$ cat src/design/ppt_pkg.sv
// ----------------------------------------------------------------------------
// ppt_pkg
// Shared types, codes and constants of the pointer position tracker.
// ----------------------------------------------------------------------------
package ppt_pkg;

    localparam int COORD_BITS_DEF = 13;
    localparam int CODE_BITS      = 16;
    localparam int VALUE_BITS     = 32;
    localparam int KIND_BITS      = 4;
    localparam int NUM_KEYS       = 7;
    localparam int KEY_BITS       = 8;
    localparam int CFG_IDX_BITS   = 4;
    localparam int STATUS_BITS    = 2;
    localparam int QUEUE_DEPTH    = 2;

    // event codes on the input side
    localparam logic [CODE_BITS-1:0] CODE_REL_X    = 16'h0000;
    localparam logic [CODE_BITS-1:0] CODE_REL_Y    = 16'h0001;
    localparam logic [CODE_BITS-1:0] CODE_WHEEL    = 16'h0008;
    localparam logic [CODE_BITS-1:0] CODE_HWHEEL   = 16'h0006;
    localparam logic [CODE_BITS-1:0] CODE_BTN_LEFT = 16'h0110;
    localparam logic [CODE_BITS-1:0] CODE_BTN_RGHT = 16'h0111;
    localparam logic [CODE_BITS-1:0] CODE_BTN_MID  = 16'h0112;
    localparam logic [CODE_BITS-1:0] CODE_BTN_SIDE = 16'h0113;
    localparam logic [CODE_BITS-1:0] CODE_BTN_EXTR = 16'h0114;

    typedef enum logic [KIND_BITS-1:0] {
        KIND_X      = 4'd0,
        KIND_Y      = 4'd1,
        KIND_WHEEL  = 4'd2,
        KIND_HWHEEL = 4'd3,
        KIND_LEFT   = 4'd4,
        KIND_RIGHT  = 4'd5,
        KIND_MIDDLE = 4'd6,
        KIND_SIDE   = 4'd7,
        KIND_EXTRA  = 4'd8
    } kind_t;

    typedef enum logic [STATUS_BITS-1:0] {
        MAP_NONE   = 2'd0,
        MAP_RAW    = 2'd1,
        MAP_SCALED = 2'd2
    } map_status_t;

    typedef enum logic [CFG_IDX_BITS-1:0] {
        CFG_SCREEN_W = 4'd0,
        CFG_SCREEN_H = 4'd1,
        CFG_TARGET_W = 4'd2,
        CFG_TARGET_H = 4'd3
    } cfg_index_t;

    typedef enum logic [1:0] {
        ST_IDLE,
        ST_MAP,
        ST_DIV,
        ST_DONE
    } back_state_t;

    typedef struct packed {
        kind_t                         kind;
        logic signed [VALUE_BITS-1:0]  value;
    } event_t;

    typedef struct packed {
        logic   valid;
        event_t entry;
    } q_push_t;

    typedef struct packed {
        logic full;
        logic empty;
    } q_status_t;

endpackage

$ cat src/design/ppt_front.sv
// ----------------------------------------------------------------------------
// ppt_front
// Input side: decodes the event code into a kind and pushes known events.
// ----------------------------------------------------------------------------
module ppt_front
    import ppt_pkg::*;
(
    input  logic                         in_valid,
    input  logic [CODE_BITS-1:0]         event_code,
    input  logic signed [VALUE_BITS-1:0] event_value,
    input  q_status_t                    q_status,
    output logic                         in_stall,
    output q_push_t                      q_push
);

    kind_t kind;
    logic  known;

    always_comb
    begin
        known = 1'b1;
        kind  = KIND_X;
        unique case (event_code)
            CODE_REL_X:    kind = KIND_X;
            CODE_REL_Y:    kind = KIND_Y;
            CODE_WHEEL:    kind = KIND_WHEEL;
            CODE_HWHEEL:   kind = KIND_HWHEEL;
            CODE_BTN_LEFT: kind = KIND_LEFT;
            CODE_BTN_RGHT: kind = KIND_RIGHT;
            CODE_BTN_MID:  kind = KIND_MIDDLE;
            CODE_BTN_SIDE: kind = KIND_SIDE;
            CODE_BTN_EXTR: kind = KIND_EXTRA;
            default:       known = 1'b0;
        endcase
    end

    // unknown codes are taken and dropped
    assign in_stall          = q_status.full;
    assign q_push.valid      = in_valid && !q_status.full && known;
    assign q_push.entry.kind  = kind;
    assign q_push.entry.value = event_value;

endmodule

$ cat src/design/ppt_queue.sv
// ----------------------------------------------------------------------------
// ppt_queue
// Short event queue between the decode side and the execution side.
// ----------------------------------------------------------------------------
module ppt_queue
    import ppt_pkg::*;
(
    input  logic      clk,
    input  logic      rst_n,
    input  q_push_t   q_push,
    input  logic      pop,
    output event_t    head,
    output q_status_t q_status
);

    localparam int PTR_W = (QUEUE_DEPTH > 1) ? $clog2(QUEUE_DEPTH) : 1;
    localparam int CNT_W = $clog2(QUEUE_DEPTH + 1);
    localparam logic [PTR_W-1:0] LAST_PTR = PTR_W'(QUEUE_DEPTH - 1);

    event_t           mem_reg [QUEUE_DEPTH];
    logic [PTR_W-1:0] wr_ptr_reg, wr_ptr_next;
    logic [PTR_W-1:0] rd_ptr_reg, rd_ptr_next;
    logic [CNT_W-1:0] count_reg, count_next;

    assign q_status.full  = (count_reg == CNT_W'(QUEUE_DEPTH));
    assign q_status.empty = (count_reg == '0);
    assign head           = mem_reg[rd_ptr_reg];

    always_comb
    begin
        wr_ptr_next = wr_ptr_reg;
        rd_ptr_next = rd_ptr_reg;
        count_next  = count_reg;
        if (q_push.valid)
            wr_ptr_next = (wr_ptr_reg == LAST_PTR) ? '0 : wr_ptr_reg + 1'b1;
        if (pop)
            rd_ptr_next = (rd_ptr_reg == LAST_PTR) ? '0 : rd_ptr_reg + 1'b1;
        if (q_push.valid && !pop)
            count_next = count_reg + 1'b1;
        else if (!q_push.valid && pop)
            count_next = count_reg - 1'b1;
    end

    always_ff @(posedge clk or negedge rst_n)
    begin
        if (!rst_n)
        begin
            wr_ptr_reg <= '0;
            rd_ptr_reg <= '0;
            count_reg  <= '0;
        end
        else
        begin
            wr_ptr_reg <= wr_ptr_next;
            rd_ptr_reg <= rd_ptr_next;
            count_reg  <= count_next;
        end
    end

    always_ff @(posedge clk)
    begin
        if (q_push.valid)
            mem_reg[wr_ptr_reg] <= q_push.entry;
    end

    a_count_bound: assert property (@(posedge clk) disable iff (!rst_n)
        count_reg <= CNT_W'(QUEUE_DEPTH))
        else $error("queue occupancy beyond depth");

endmodule

$ cat src/design/ppt_div.sv
// ----------------------------------------------------------------------------
// ppt_div
// Restoring unsigned divider, one quotient bit per cycle.
// ----------------------------------------------------------------------------
module ppt_div
    import ppt_pkg::*;
#(
    parameter int DIVIDEND_BITS = 2 * COORD_BITS_DEF,
    parameter int DIVISOR_BITS  = COORD_BITS_DEF
)
(
    input  logic                     clk,
    input  logic                     rst_n,
    input  logic                     start,
    input  logic [DIVIDEND_BITS-1:0] dividend,
    input  logic [DIVISOR_BITS-1:0]  divisor,
    output logic                     busy,
    output logic [DIVIDEND_BITS-1:0] quotient
);

    localparam int CNT_W = $clog2(DIVIDEND_BITS + 1);

    logic [DIVIDEND_BITS-1:0] quo_reg, quo_next;
    logic [DIVISOR_BITS-1:0]  rem_reg, rem_next;
    logic [DIVISOR_BITS-1:0]  dvs_reg;
    logic [CNT_W-1:0]         cnt_reg;
    logic                     busy_reg;
    logic [DIVISOR_BITS:0]    trial;
    logic [DIVISOR_BITS:0]    diff;
    logic                     fits;

    always_comb
    begin
        trial    = {rem_reg, quo_reg[DIVIDEND_BITS-1]};
        diff     = trial - {1'b0, dvs_reg};
        fits     = (trial >= {1'b0, dvs_reg});
        rem_next = fits ? diff[DIVISOR_BITS-1:0] : trial[DIVISOR_BITS-1:0];
        quo_next = {quo_reg[DIVIDEND_BITS-2:0], fits};
    end

    always_ff @(posedge clk or negedge rst_n)
    begin
        if (!rst_n)
        begin
            busy_reg <= 1'b0;
            cnt_reg  <= '0;
        end
        else if (start)
        begin
            busy_reg <= 1'b1;
            cnt_reg  <= CNT_W'(DIVIDEND_BITS);
        end
        else if (busy_reg)
        begin
            cnt_reg <= cnt_reg - 1'b1;
            if (cnt_reg == CNT_W'(1))
                busy_reg <= 1'b0;
        end
    end

    always_ff @(posedge clk)
    begin
        if (start)
        begin
            quo_reg <= dividend;
            rem_reg <= '0;
            dvs_reg <= divisor;
        end
        else if (busy_reg)
        begin
            quo_reg <= quo_next;
            rem_reg <= rem_next;
        end
    end

    assign busy     = busy_reg;
    assign quotient = quo_reg;

endmodule

$ cat src/design/ppt_back.sv
// ----------------------------------------------------------------------------
// ppt_back
// Execution side: cursor update, key store, target mapping, result register.
// ----------------------------------------------------------------------------
module ppt_back
    import ppt_pkg::*;
#(
    parameter int COORD_BITS = COORD_BITS_DEF
)
(
    input  logic                          clk,
    input  logic                          rst_n,
    input  event_t                        head,
    input  q_status_t                     q_status,
    output logic                          pop,
    input  logic [COORD_BITS-1:0]         screen_w,
    input  logic [COORD_BITS-1:0]         screen_h,
    input  logic [COORD_BITS-1:0]         target_w,
    input  logic [COORD_BITS-1:0]         target_h,
    output logic                          out_valid,
    input  logic                          out_stall,
    output logic [KIND_BITS-1:0]          event_kind,
    output logic                          is_motion,
    output logic signed [COORD_BITS:0]    pos_x,
    output logic signed [COORD_BITS:0]    pos_y,
    output logic signed [COORD_BITS:0]    mapped_x,
    output logic signed [COORD_BITS:0]    mapped_y,
    output logic [STATUS_BITS-1:0]        map_status,
    output logic [NUM_KEYS*KEY_BITS-1:0]  key_values,
    output logic [NUM_KEYS-1:0]           key_seen
);

    localparam int POS_W  = COORD_BITS + 1;
    localparam int SUM_W  = ((VALUE_BITS > POS_W) ? VALUE_BITS : POS_W) + 1;
    localparam int PROD_W = 2 * COORD_BITS;

    // clamp to 0..dim-1; a zero dimension gives 0 for negative, else -1
    function automatic logic signed [POS_W-1:0] clamp_pos(
        input logic signed [SUM_W-1:0] v,
        input logic [COORD_BITS-1:0]   dim
    );
        logic signed [SUM_W-1:0] hi;
        hi = $signed({{(SUM_W-COORD_BITS){1'b0}}, dim}) - $signed(SUM_W'(1));
        if (v[SUM_W-1])
            return '0;
        else if (v > hi)
            return hi[POS_W-1:0];
        else
            return v[POS_W-1:0];
    endfunction

    function automatic logic signed [POS_W-1:0] clamp_map(
        input logic [PROD_W-1:0]     q,
        input logic [COORD_BITS-1:0] dim
    );
        logic [COORD_BITS-1:0] hi;
        hi = dim - 1'b1;
        if (q > PROD_W'(hi))
            return $signed({1'b0, hi});
        else
            return $signed({1'b0, q[COORD_BITS-1:0]});
    endfunction

    back_state_t state_reg, state_next;

    logic signed [POS_W-1:0]         cursor_x_reg, cursor_y_reg;
    logic [NUM_KEYS*KEY_BITS-1:0]    keys_reg;
    logic [NUM_KEYS-1:0]             seen_reg;
    kind_t                           kind_reg;
    map_status_t                     status_reg, status_calc;

    logic signed [SUM_W-1:0]         sum_x, sum_y;
    logic [PROD_W-1:0]               prod_x, prod_y;
    logic [PROD_W-1:0]               quo_x, quo_y;
    logic                            busy_x, busy_y;

    logic                            div_start;
    logic                            load_out;
    logic                            out_free;

    logic                            out_valid_reg;
    kind_t                           out_kind_reg;
    logic signed [POS_W-1:0]         out_pos_x_reg, out_pos_y_reg;
    logic signed [POS_W-1:0]         out_map_x_reg, out_map_y_reg;
    logic signed [POS_W-1:0]         map_x, map_y;
    map_status_t                     out_status_reg;
    logic [NUM_KEYS*KEY_BITS-1:0]    out_keys_reg;
    logic [NUM_KEYS-1:0]             out_seen_reg;

    assign out_free = !out_valid_reg || !out_stall;

    // next state
    always_comb
    begin
        state_next = state_reg;
        unique case (state_reg)
            ST_IDLE: if (!q_status.empty) state_next = ST_MAP;
            ST_MAP:  state_next = (status_calc == MAP_SCALED) ? ST_DIV : ST_DONE;
            ST_DIV:  if (!busy_x && !busy_y) state_next = ST_DONE;
            ST_DONE: if (out_free) state_next = ST_IDLE;
            default: state_next = ST_IDLE;
        endcase
    end

    // state outputs
    always_comb
    begin
        pop       = 1'b0;
        div_start = 1'b0;
        load_out  = 1'b0;
        unique case (state_reg)
            ST_IDLE: pop       = !q_status.empty;
            ST_MAP:  div_start = (status_calc == MAP_SCALED);
            ST_DIV:  ;
            ST_DONE: load_out  = out_free;
            default: ;
        endcase
    end

    always_comb
    begin
        sum_x = SUM_W'(cursor_x_reg);
        sum_y = SUM_W'(cursor_y_reg);
        if (head.kind == KIND_X)
            sum_x = SUM_W'(cursor_x_reg) + SUM_W'(head.value);
        if (head.kind == KIND_Y)
            sum_y = SUM_W'(cursor_y_reg) + SUM_W'(head.value);
    end

    always_comb
    begin
        if (screen_w == '0 || screen_h == '0)
            status_calc = MAP_NONE;
        else if (target_w == '0 || target_h == '0)
            status_calc = MAP_RAW;
        else
            status_calc = MAP_SCALED;
    end

    // cursor is non-negative whenever scaling applies
    assign prod_x = cursor_x_reg[COORD_BITS-1:0] * target_w;
    assign prod_y = cursor_y_reg[COORD_BITS-1:0] * target_h;

    ppt_div #(
        .DIVIDEND_BITS (PROD_W),
        .DIVISOR_BITS  (COORD_BITS)
    ) u_div_x (
        .clk      (clk),
        .rst_n    (rst_n),
        .start    (div_start),
        .dividend (prod_x),
        .divisor  (screen_w),
        .busy     (busy_x),
        .quotient (quo_x)
    );

    ppt_div #(
        .DIVIDEND_BITS (PROD_W),
        .DIVISOR_BITS  (COORD_BITS)
    ) u_div_y (
        .clk      (clk),
        .rst_n    (rst_n),
        .start    (div_start),
        .dividend (prod_y),
        .divisor  (screen_h),
        .busy     (busy_y),
        .quotient (quo_y)
    );

    always_comb
    begin
        map_x = '0;
        map_y = '0;
        case (status_reg)
            MAP_RAW:
            begin
                map_x = cursor_x_reg;
                map_y = cursor_y_reg;
            end
            MAP_SCALED:
            begin
                map_x = clamp_map(quo_x, screen_w);
                map_y = clamp_map(quo_y, screen_h);
            end
            default: ;
        endcase
    end

    always_ff @(posedge clk or negedge rst_n)
    begin
        if (!rst_n)
        begin
            state_reg     <= ST_IDLE;
            cursor_x_reg  <= '0;
            cursor_y_reg  <= '0;
            keys_reg      <= '0;
            seen_reg      <= '0;
            out_valid_reg <= 1'b0;
        end
        else
        begin
            state_reg <= state_next;
            if (pop)
            begin
                cursor_x_reg <= clamp_pos(sum_x, screen_w);
                cursor_y_reg <= clamp_pos(sum_y, screen_h);
                for (int k = 0; k < NUM_KEYS; k++)
                begin
                    if (head.kind == kind_t'(k + 2))
                    begin
                        keys_reg[k*KEY_BITS +: KEY_BITS] <= head.value[KEY_BITS-1:0];
                        seen_reg[k] <= 1'b1;
                    end
                end
            end
            if (load_out)
                out_valid_reg <= 1'b1;
            else if (!out_stall)
                out_valid_reg <= 1'b0;
        end
    end

    always_ff @(posedge clk)
    begin
        if (pop)
            kind_reg <= head.kind;
        if (state_reg == ST_MAP)
            status_reg <= status_calc;
        if (load_out)
        begin
            out_kind_reg   <= kind_reg;
            out_pos_x_reg  <= cursor_x_reg;
            out_pos_y_reg  <= cursor_y_reg;
            out_map_x_reg  <= map_x;
            out_map_y_reg  <= map_y;
            out_status_reg <= status_reg;
            out_keys_reg   <= keys_reg;
            out_seen_reg   <= seen_reg;
        end
    end

    assign out_valid  = out_valid_reg;
    assign event_kind = out_kind_reg;
    assign is_motion  = (out_kind_reg == KIND_X) || (out_kind_reg == KIND_Y);
    assign pos_x      = out_pos_x_reg;
    assign pos_y      = out_pos_y_reg;
    assign mapped_x   = out_map_x_reg;
    assign mapped_y   = out_map_y_reg;
    assign map_status = out_status_reg;
    assign key_values = out_keys_reg;
    assign key_seen   = out_seen_reg;

    a_start_idle: assert property (@(posedge clk) disable iff (!rst_n)
        div_start |-> !busy_x && !busy_y)
        else $error("divider restarted while busy");

    a_done_idle: assert property (@(posedge clk) disable iff (!rst_n)
        (state_reg == ST_DONE) |-> !busy_x && !busy_y)
        else $error("result stage reached with divider still running");

    a_out_from_done: assert property (@(posedge clk) disable iff (!rst_n)
        $rose(out_valid_reg) |-> $past(state_reg == ST_DONE))
        else $error("result raised outside the result stage");

endmodule

$ cat src/design/pointer_position_tracker_unit.sv
// ----------------------------------------------------------------------------
// pointer_position_tracker_unit
// Tracks a pointer cursor from relative-input events and maps it to a target.
//
// Each event transaction (code, signed value) is decoded on entry; unknown
// codes are taken and dropped without a result. Known events wait in a
// two-entry queue and are executed one at a time: X/Y motion is added to
// the cursor, both coordinates are clamped to the screen (a zero dimension
// clamps to -1, or 0 for a negative sum), and wheel/button events latch the
// low byte of the value. Every known event yields one result transaction.
// The execution side pops an event, selects the mapping, and loads the
// result register once the output is free; when scaling applies it first
// waits for the pair of bit-serial dividers that form cursor*target/screen,
// one quotient bit per cycle.
// Configuration registers are written through a separate always-ready port
// and must only change while no event is in flight.
// ----------------------------------------------------------------------------
module pointer_position_tracker_unit
    import ppt_pkg::*;
#(
    parameter int COORD_BITS = COORD_BITS_DEF
)
(
    input  logic                          clk,
    input  logic                          rst_n,
    // event input
    input  logic                          in_valid,
    output logic                          in_stall,
    input  logic [CODE_BITS-1:0]          event_code,
    input  logic signed [VALUE_BITS-1:0]  event_value,
    // result output
    output logic                          out_valid,
    input  logic                          out_stall,
    output logic [KIND_BITS-1:0]          event_kind,
    output logic                          is_motion,
    output logic signed [COORD_BITS:0]    pos_x,
    output logic signed [COORD_BITS:0]    pos_y,
    output logic signed [COORD_BITS:0]    mapped_x,
    output logic signed [COORD_BITS:0]    mapped_y,
    output logic [STATUS_BITS-1:0]        map_status,
    output logic [NUM_KEYS*KEY_BITS-1:0]  key_values,
    output logic [NUM_KEYS-1:0]           key_seen,
    // configuration writes
    input  logic                          cfg_valid,
    output logic                          cfg_ready,
    input  logic [CFG_IDX_BITS-1:0]       cfg_index,
    input  logic [COORD_BITS-1:0]         cfg_data
);

    logic [COORD_BITS-1:0] screen_w_reg;
    logic [COORD_BITS-1:0] screen_h_reg;
    logic [COORD_BITS-1:0] target_w_reg;
    logic [COORD_BITS-1:0] target_h_reg;

    q_push_t   q_push;
    q_status_t q_status;
    event_t    q_head;
    logic      q_pop;

    // config port never back-pressures; unknown indices are ignored
    assign cfg_ready = 1'b1;

    always_ff @(posedge clk or negedge rst_n)
    begin
        if (!rst_n)
        begin
            screen_w_reg <= '0;
            screen_h_reg <= '0;
            target_w_reg <= '0;
            target_h_reg <= '0;
        end
        else if (cfg_valid && cfg_ready)
        begin
            case (cfg_index)
                CFG_SCREEN_W: screen_w_reg <= cfg_data;
                CFG_SCREEN_H: screen_h_reg <= cfg_data;
                CFG_TARGET_W: target_w_reg <= cfg_data;
                CFG_TARGET_H: target_h_reg <= cfg_data;
                default: ;
            endcase
        end
    end

    // decode side
    ppt_front u_front (
        .in_valid    (in_valid),
        .event_code  (event_code),
        .event_value (event_value),
        .q_status    (q_status),
        .in_stall    (in_stall),
        .q_push      (q_push)
    );

    // decouples decode from execution
    ppt_queue u_queue (
        .clk      (clk),
        .rst_n    (rst_n),
        .q_push   (q_push),
        .pop      (q_pop),
        .head     (q_head),
        .q_status (q_status)
    );

    // execution side, owns the cursor, key store and result register
    ppt_back #(
        .COORD_BITS (COORD_BITS)
    ) u_back (
        .clk        (clk),
        .rst_n      (rst_n),
        .head       (q_head),
        .q_status   (q_status),
        .pop        (q_pop),
        .screen_w   (screen_w_reg),
        .screen_h   (screen_h_reg),
        .target_w   (target_w_reg),
        .target_h   (target_h_reg),
        .out_valid  (out_valid),
        .out_stall  (out_stall),
        .event_kind (event_kind),
        .is_motion  (is_motion),
        .pos_x      (pos_x),
        .pos_y      (pos_y),
        .mapped_x   (mapped_x),
        .mapped_y   (mapped_y),
        .map_status (map_status),
        .key_values (key_values),
        .key_seen   (key_seen)
    );

endmodule
$ cat config.mk
export PLATFORM = sky130hd
export DESIGN_NAME = pointer_position_tracker_unit
export DESIGN_NICKNAME = d
export VERILOG_FILES = /design/src/design/ppt_pkg.sv /design/src/design/ppt_front.sv /design/src/design/ppt_queue.sv /design/src/design/ppt_div.sv /design/src/design/ppt_back.sv /design/src/design/pointer_position_tracker_unit.sv
export SDC_FILE = /design/constraint.sdc
export NUM_CORES = 2
export LEC_CHECK = 0
export BUFFER_PORTS_ARGS = -buffer_cell sky130_fd_sc_hd__buf_2
export CELL_PAD_IN_SITES_DETAIL_PLACEMENT = 0
export CELL_PAD_IN_SITES_GLOBAL_PLACEMENT = 1
export CORE_MARGIN = 2
export CORE_UTILIZATION = 45
export DETAILED_ROUTE_END_ITERATION = 8
export GPL_TIMING_DRIVEN = 0
export PLACE_DENSITY_LB_ADDON = 0.08
export SYNTH_ARGS = -nofsm -noshare
export SYNTH_HDL_FRONTEND = slang
export SYNTH_HIERARCHICAL = 1
export SYNTH_SLANG_ARGS = --single-unit
$ cat constraint.sdc
create_clock -name clk -period 32.7 [get_ports clk]
set_input_delay 0 -clock clk [delete_from_list [all_inputs] [get_ports clk]]
set_output_delay 0 -clock clk [all_outputs]
set_load 0.1 [all_outputs]
# Yosys cells after proc, flatten, opt, wreduce, memory -nomap -nowiden
# Memory sizes are Yosys's and may differ from the RTL's.
# Cells that the tools add are included.
# Widths: inputs -> output; s select.
# totals
ff_bits	397
mem_bits_rw	72
out_inout_bits	129
n_memories	1
# op_classes
addsub	14
n_mul	2
order_cmp	6
n_eq_ne	33
mux	46
reduce_logical	43
# mem_list
name	words	width	read_ports	rd_clocked_by_memory_dff	wr	line_no	source
u_queue.mem_reg	2	36	1	0	1	ppt_queue.sv:20	event_t mem_reg [QUEUE_DEPTH];
# op_table
cell	count
$mux 26	4
$eq 16x9->1 const B	5
$add 14x32->33	2
$gt 33x33->1	2
$mux 33	2
$mux 14	4
$pmux 14 s2	2
$gt 26x13->1	2
$logic_not 13->1	4
$mul 13x13->26	2
$mux 13	4
$pmux 4 s8	1
$ge 14x13->1	2
$sub 13x1->14 const B	2
$sub 13x1->13 const B	2
$sub 13x13->13	2
$reduce_and 2->1	11
$mux 5	4
$mux 1	17
$eq 16x1->1 const B	1
$eq 16x3->1 const B	1
$eq 16x4->1 const B	1
$eq 4x2->1 const B	4
$eq 4x3->1 const B	4
other kinds (22)	59

# Longest topological paths before layout
# depth
ltp_word	8
depth_mapped	26
mapped_depth_nobuf	23

# By module
# Netlist, hierarchy kept.
# by_module_without_submodules
mod	instances	cells_per_inst	area_each_um2	seq_area_each_um2
ppt_back	1	2686	25553.3	6286.0
ppt_div at u_back.u_div_x	1	270	3128.0	1581.5
ppt_div at u_back.u_div_y	1	270	3040.4	1581.5
ppt_queue	1	128	2934.1	2262.2
pointer_position_tracker_unit	1	116	2034.5	1301.2
ppt_front	1	64	452.9	0.0

# Least setup slack after synthesis
# Ideal clock, no wire load.
# synth_path
path_kind	register to register
startpoint	register u_back.out_valid_reg (netlist: u_back/out_valid)
endpoint	register u_back.out_kind_reg[0] (netlist: u_back/event_kind[0]) (enable)
arrival_time_ns	9.887
slack_ns	22.015
stages_incl_launch_ff	2
path_buffers	0
synth_period_minus_slack_ns	10.685
path_cell_list	dfrtp_1 > a21boi_0
# synth_via
elab_chain_cells	3
# synth_rtl
element	line_no	source
start: declaration	ppt_back.sv:81	logic out_valid_reg;
start signal: assignment	ppt_back.sv:198	out_valid_reg <= 1'b0;
start signal: assignment	ppt_back.sv:217	out_valid_reg <= 1'b1;
start signal: assignment	ppt_back.sv:219	out_valid_reg <= 1'b0;
$logic_not 1->1	ppt_back.sv:90	assign out_free = !out_valid_reg || !out_stall;
$logic_or 1x1->1	ppt_back.sv:90	
$mux 1	ppt_back.sv:111	unique case (state_reg)
named net u_back.load_out	ppt_back.sv:78	logic load_out;
end signal: assignment	ppt_back.sv:231	out_kind_reg <= kind_reg;
end: declaration	ppt_back.sv:82	kind_t out_kind_reg;
# The timed path passes the listed nets, and every way through them passes these cells.
# A chain may end at the register's enable or synchronous reset.

# Final worst setup path
# layout_path
startpoint	register u_back.cursor_x_reg[1]
endpoint	register u_back.u_div_x.quo_reg[25] (netlist: u_back/u_div_x/quotient[25]) (data pin)
# layout_via
elab_chain_cells	2
# layout_rtl
element	line_no	source
start: declaration	ppt_back.sv:66	logic signed [POS_W-1:0] cursor_x_reg, cursor_y_reg;
start signal: assignment	ppt_back.sv:205	cursor_x_reg <= clamp_pos(sum_x, screen_w);
$mul 13x13->26	ppt_back.sv:141	assign prod_x = cursor_x_reg[COORD_BITS-1:0] * target_w;
named net u_back.prod_x[25]	ppt_back.sv:73	logic [PROD_W-1:0] prod_x, prod_y;
$mux 26	ppt_div.sv:63	if (start)
end signal: assignment	ppt_div.sv:65	quo_reg <= dividend;
end signal: assignment	ppt_div.sv:71	quo_reg <= quo_next;
end: declaration	ppt_div.sv:23	logic [DIVIDEND_BITS-1:0] quo_reg, quo_next;
# The timed path passes the listed nets, and every way through them passes these cells.

==> impl_metrics.py <==
metrics = {
    "timing": {
        "setup_tns_ns": 0,
        "setup_viol": 0,
        "hold_viol_final": 0,
        "rsz0062_at_grt": "no",
        "relSlewSlack": 0.138,
        "fin_crit_ns": 7.21,
        "tightest_slew_ns": 1.29,
        "max_freq_mhz": 139,
        "fin_crit_sh": 0.221,
        "maxSlewViolCount": 0,
        "worst_slack_ns": 25.49,
        "fin_worst_skew_ns": 0.0504,
    },
    "clock_tree": {
        "ctsHoldBuffers": 79,
        "htree_levels": 2,
        "cts_tree": "done",
        "clk_latency_ns": 0.65,
        "numCtsBuffers": 54,
        "cts_setup_buffers": 0,
        "cts.sinks": 469,
        "clock_path_buffers": 3,
        "clk_pin_slew_ns": 0.07,
        "cts_resized": 0,
        "cts_root_buf": "clkbuf_16",
    },
    "cells_and_area": {
        "syn_to_final_growth_pct": 13.5,
        "largest_reg_flops": 72,
        "stdcell_area_um2": 42200,
        "drive_gt1_frac": 0.145,
        "multi_input_area_um2": 21700,
        "fin_nets": 4494,
        "nFillCells": 7403,
        "seqCellArea_um2": 13000,
        "final_common_cell": "inv_1",
        "final_util": 0.515,
        "final_cell_mix": "inv_1 (417), nand2_1 (375), ha_1 (338), edfxtp_1 (281), fa_1 (246)",
    },
    "floorplanning": {
        "die_area_um2": 84900,
        "coreArea_um2": 81800,
        "pin_count": 199,
        "start_util": 0.454,
        "rows": 105,
        "die_w_um": 291,
        "die_y_um": 291,
    },
    "critical_path": {
        "r2r-start": "u_back/cursor_x_reg[1]",
        "crit_top_cell": "fa_1",
        "ff2ff_setup_slack_ns": 25.49,
        "critical-path-max-stage-delay_ns": 0.70,
        "crit_family": "adder cells",
        "crit_path_start": "u_back/cursor_x_reg[1]",
        "path_class": "reg2reg",
        "required_ns": 33.06,
        "crit_chain": "clkbuf_1 > nand2_1 > fa_1 > fa_1 > inv_1 > fa_1 > fa_1 > inv_1 > fa_1 > inv_1 > ha_1 > a21o_1 > a21oi_1 > o2bb2ai_1 > a211o_1 > a31oi_1 > nor2b_1 > o21a_1 > o41ai_1 > xnor2_1 > mux2_2",
        "cp_slowest_cell": "clkbuf_1",
        "path_max_fanout": 10,
        "endpoint_kind": "flop",
        "reg2reg_depth": 21,
        "startpoint_type": "flop",
        "worst-path-buf-inv": 4,
        "arrival_ns": 7.58,
        "crit-reg2reg-capture": "u_back/u_div_x/quotient[25]",
    },
    "logic_synthesis": {
        "synth_cell_types": 111,
        "yosys_register_bits": 469,
        "yosys.area.top_type": "edfxtp_1",
        "syn-num-nets": 4188,
        "seq_area_frac_synth": 0.350,
        "syn_area_um2": 37100,
        "synthArstFlopShare": 0.345,
        "synth_ff_type": "edfxtp_1",
        "yosys_warnings": 6,
        "syn_area_per_cell_um2": 10.5,
        "synth_top_area_frac": 0.227,
        "synth_edf_count": 281,
        "synthTopCellsByArea": "edfxtp_1 (23%), fa_1 (13%), ha_1 (11%)",
        "synthCells": 3534,
    },
    "min_path": {
        "min_from": "event_value[20]",
        "hold_depth": 2,
        "worstHoldEndpoint": "u_queue/mem_reg[1][20]",
        "hp-class": "in2reg",
    },
    "detailed_routing": {
        "routed_wl_um": 106000,
        "wl_per_cell_um": 21.4,
        "drc_errors": 0,
        "drt_iter0_markers": 1806,
        "ant_nets": 0,
        "drtPass1Iterations": 6,
        "num_vias": 27300,
        "vias_per_cell": 5.51,
    },
    "global_route": {
        "antenna_found_initial": 5,
        "grt_pass1_wl_um": 164000,
        "grt_pass1_vias": 27700,
        "grt_max_degree": 108,
        "gr-usage-all-layers": 0.250,
        "grt_remaining_overflow": 0,
    },
    "job": {
        "maxCapViolCount": 0,
    },
    "placement": {
        "gp_congestion": 0.911,
        "dp_slack_ns": 25.56,
        "placed_area_um2": 39500,
        "io_buffer_count": 164,
        "dp_hpwl_um": 82300,
    },
    "outcome": {
        "status": "complete, no violations",
    },
}
-- how the worst max path moves through the flow --
stage	slack, ns	end	cells past startpoint
floorplan	22.01	u_back/event_kind[0]	1
global placement	16.55	u_back/key_values[12]	2
detailed placement	25.56	u_back/u_div_x/quotient[25]	21
CTS	25.50	u_back/u_div_x/quotient[25]	21
global route	25.12	u_back/u_div_x/quotient[25]	21
finish	25.49	u_back/u_div_x/quotient[25]	21
-- cell usage after synthesis, types with 10 or more instances --
master and count:
and3_1 14, dfxtp_1 26, nand2b_1 27, buf_4 39, o211ai_1 10, o31ai_1 34
dfrtp_1 162, nor2b_1 27, nand3_1 58, or3_1 10, fa_1 246, edfxtp_1 281
nor4_1 20, inv_1 417, nor2_1 128, clkbuf_1 92, a21oi_1 123, mux2_4 39
nand4_1 28, o21a_1 19, buf_2 10, nand2_1 375, and2_1 161, o21ai_0 157
o21ai_1 14, ha_1 338, nor3_1 40, a21o_1 55, xnor2_1 77, a211oi_1 17
o21bai_1 10, mux2i_1 51, a311oi_1 20, xor2_1 64, mux2_2 155
-- logic make-up after synthesis --
family	count (synthesis)	synth area share
AO/OA/AOI/OAI	564	0.100
XOR/XNOR	141	0.0332
adder cells (fa/ha/maj)	584	0.246
buffers and inverters	577	0.0651
flip-flops	469	0.350
multiplexers	249	0.0777
other	1	0.000101
AND/OR/NAND/NOR	949	0.127
-- worst register-to-register path: cells and delay by family (launching register included) --
| family | cells | cell delay (ns) |
|---|---|---|
| AOI/OAI and AO/OA | 7 | 1.67 |
| xor gates and xnor gates | 1 | 0.17 |
| DFF | 1 | 0.67 |
| adders and majority gates | 6 | 3.02 |
| buffers and inverters | 4 | 0.84 |
| and+or+nand+nor | 2 | 0.27 |
| muxes | 1 | 0.28 |
-- stage by stage --
step	hold slack, ns	cells
floorplan	-0.296	3534
global placement	0.185	4768
detailed placement	-0.0415	4775
CTS	0.0278	4956
global route	0.0439	4956
finish	0.0754	4959
-- area by class of cell --
class,count,area share
diodes,3,0.000178
flip-flops and latches,469,0.309
clock inverters,28,0.00730
repair buffers,250,0.0424
well taps,1070,0.0318
multi-input cells,2488,0.516
plain buffers,158,0.0201
inverters,419,0.0373
clock buffers,74,0.0365
-- layer usage --
layer | global-route usage | up-vias | part of all wire
met1 | 0.346 | 13800 | 0.45
met4 | 0.0632 | 0 | 0.024
met3 | 0.0313 | 131 | 0.050
met2 | 0.415 | 693 | 0.47
li1 | - | 12800 | -
met5 | 0 | - | 0
Power is not shown: default switching activity piles up to over one toggle a cycle in this logic, so the estimate is an artifact.
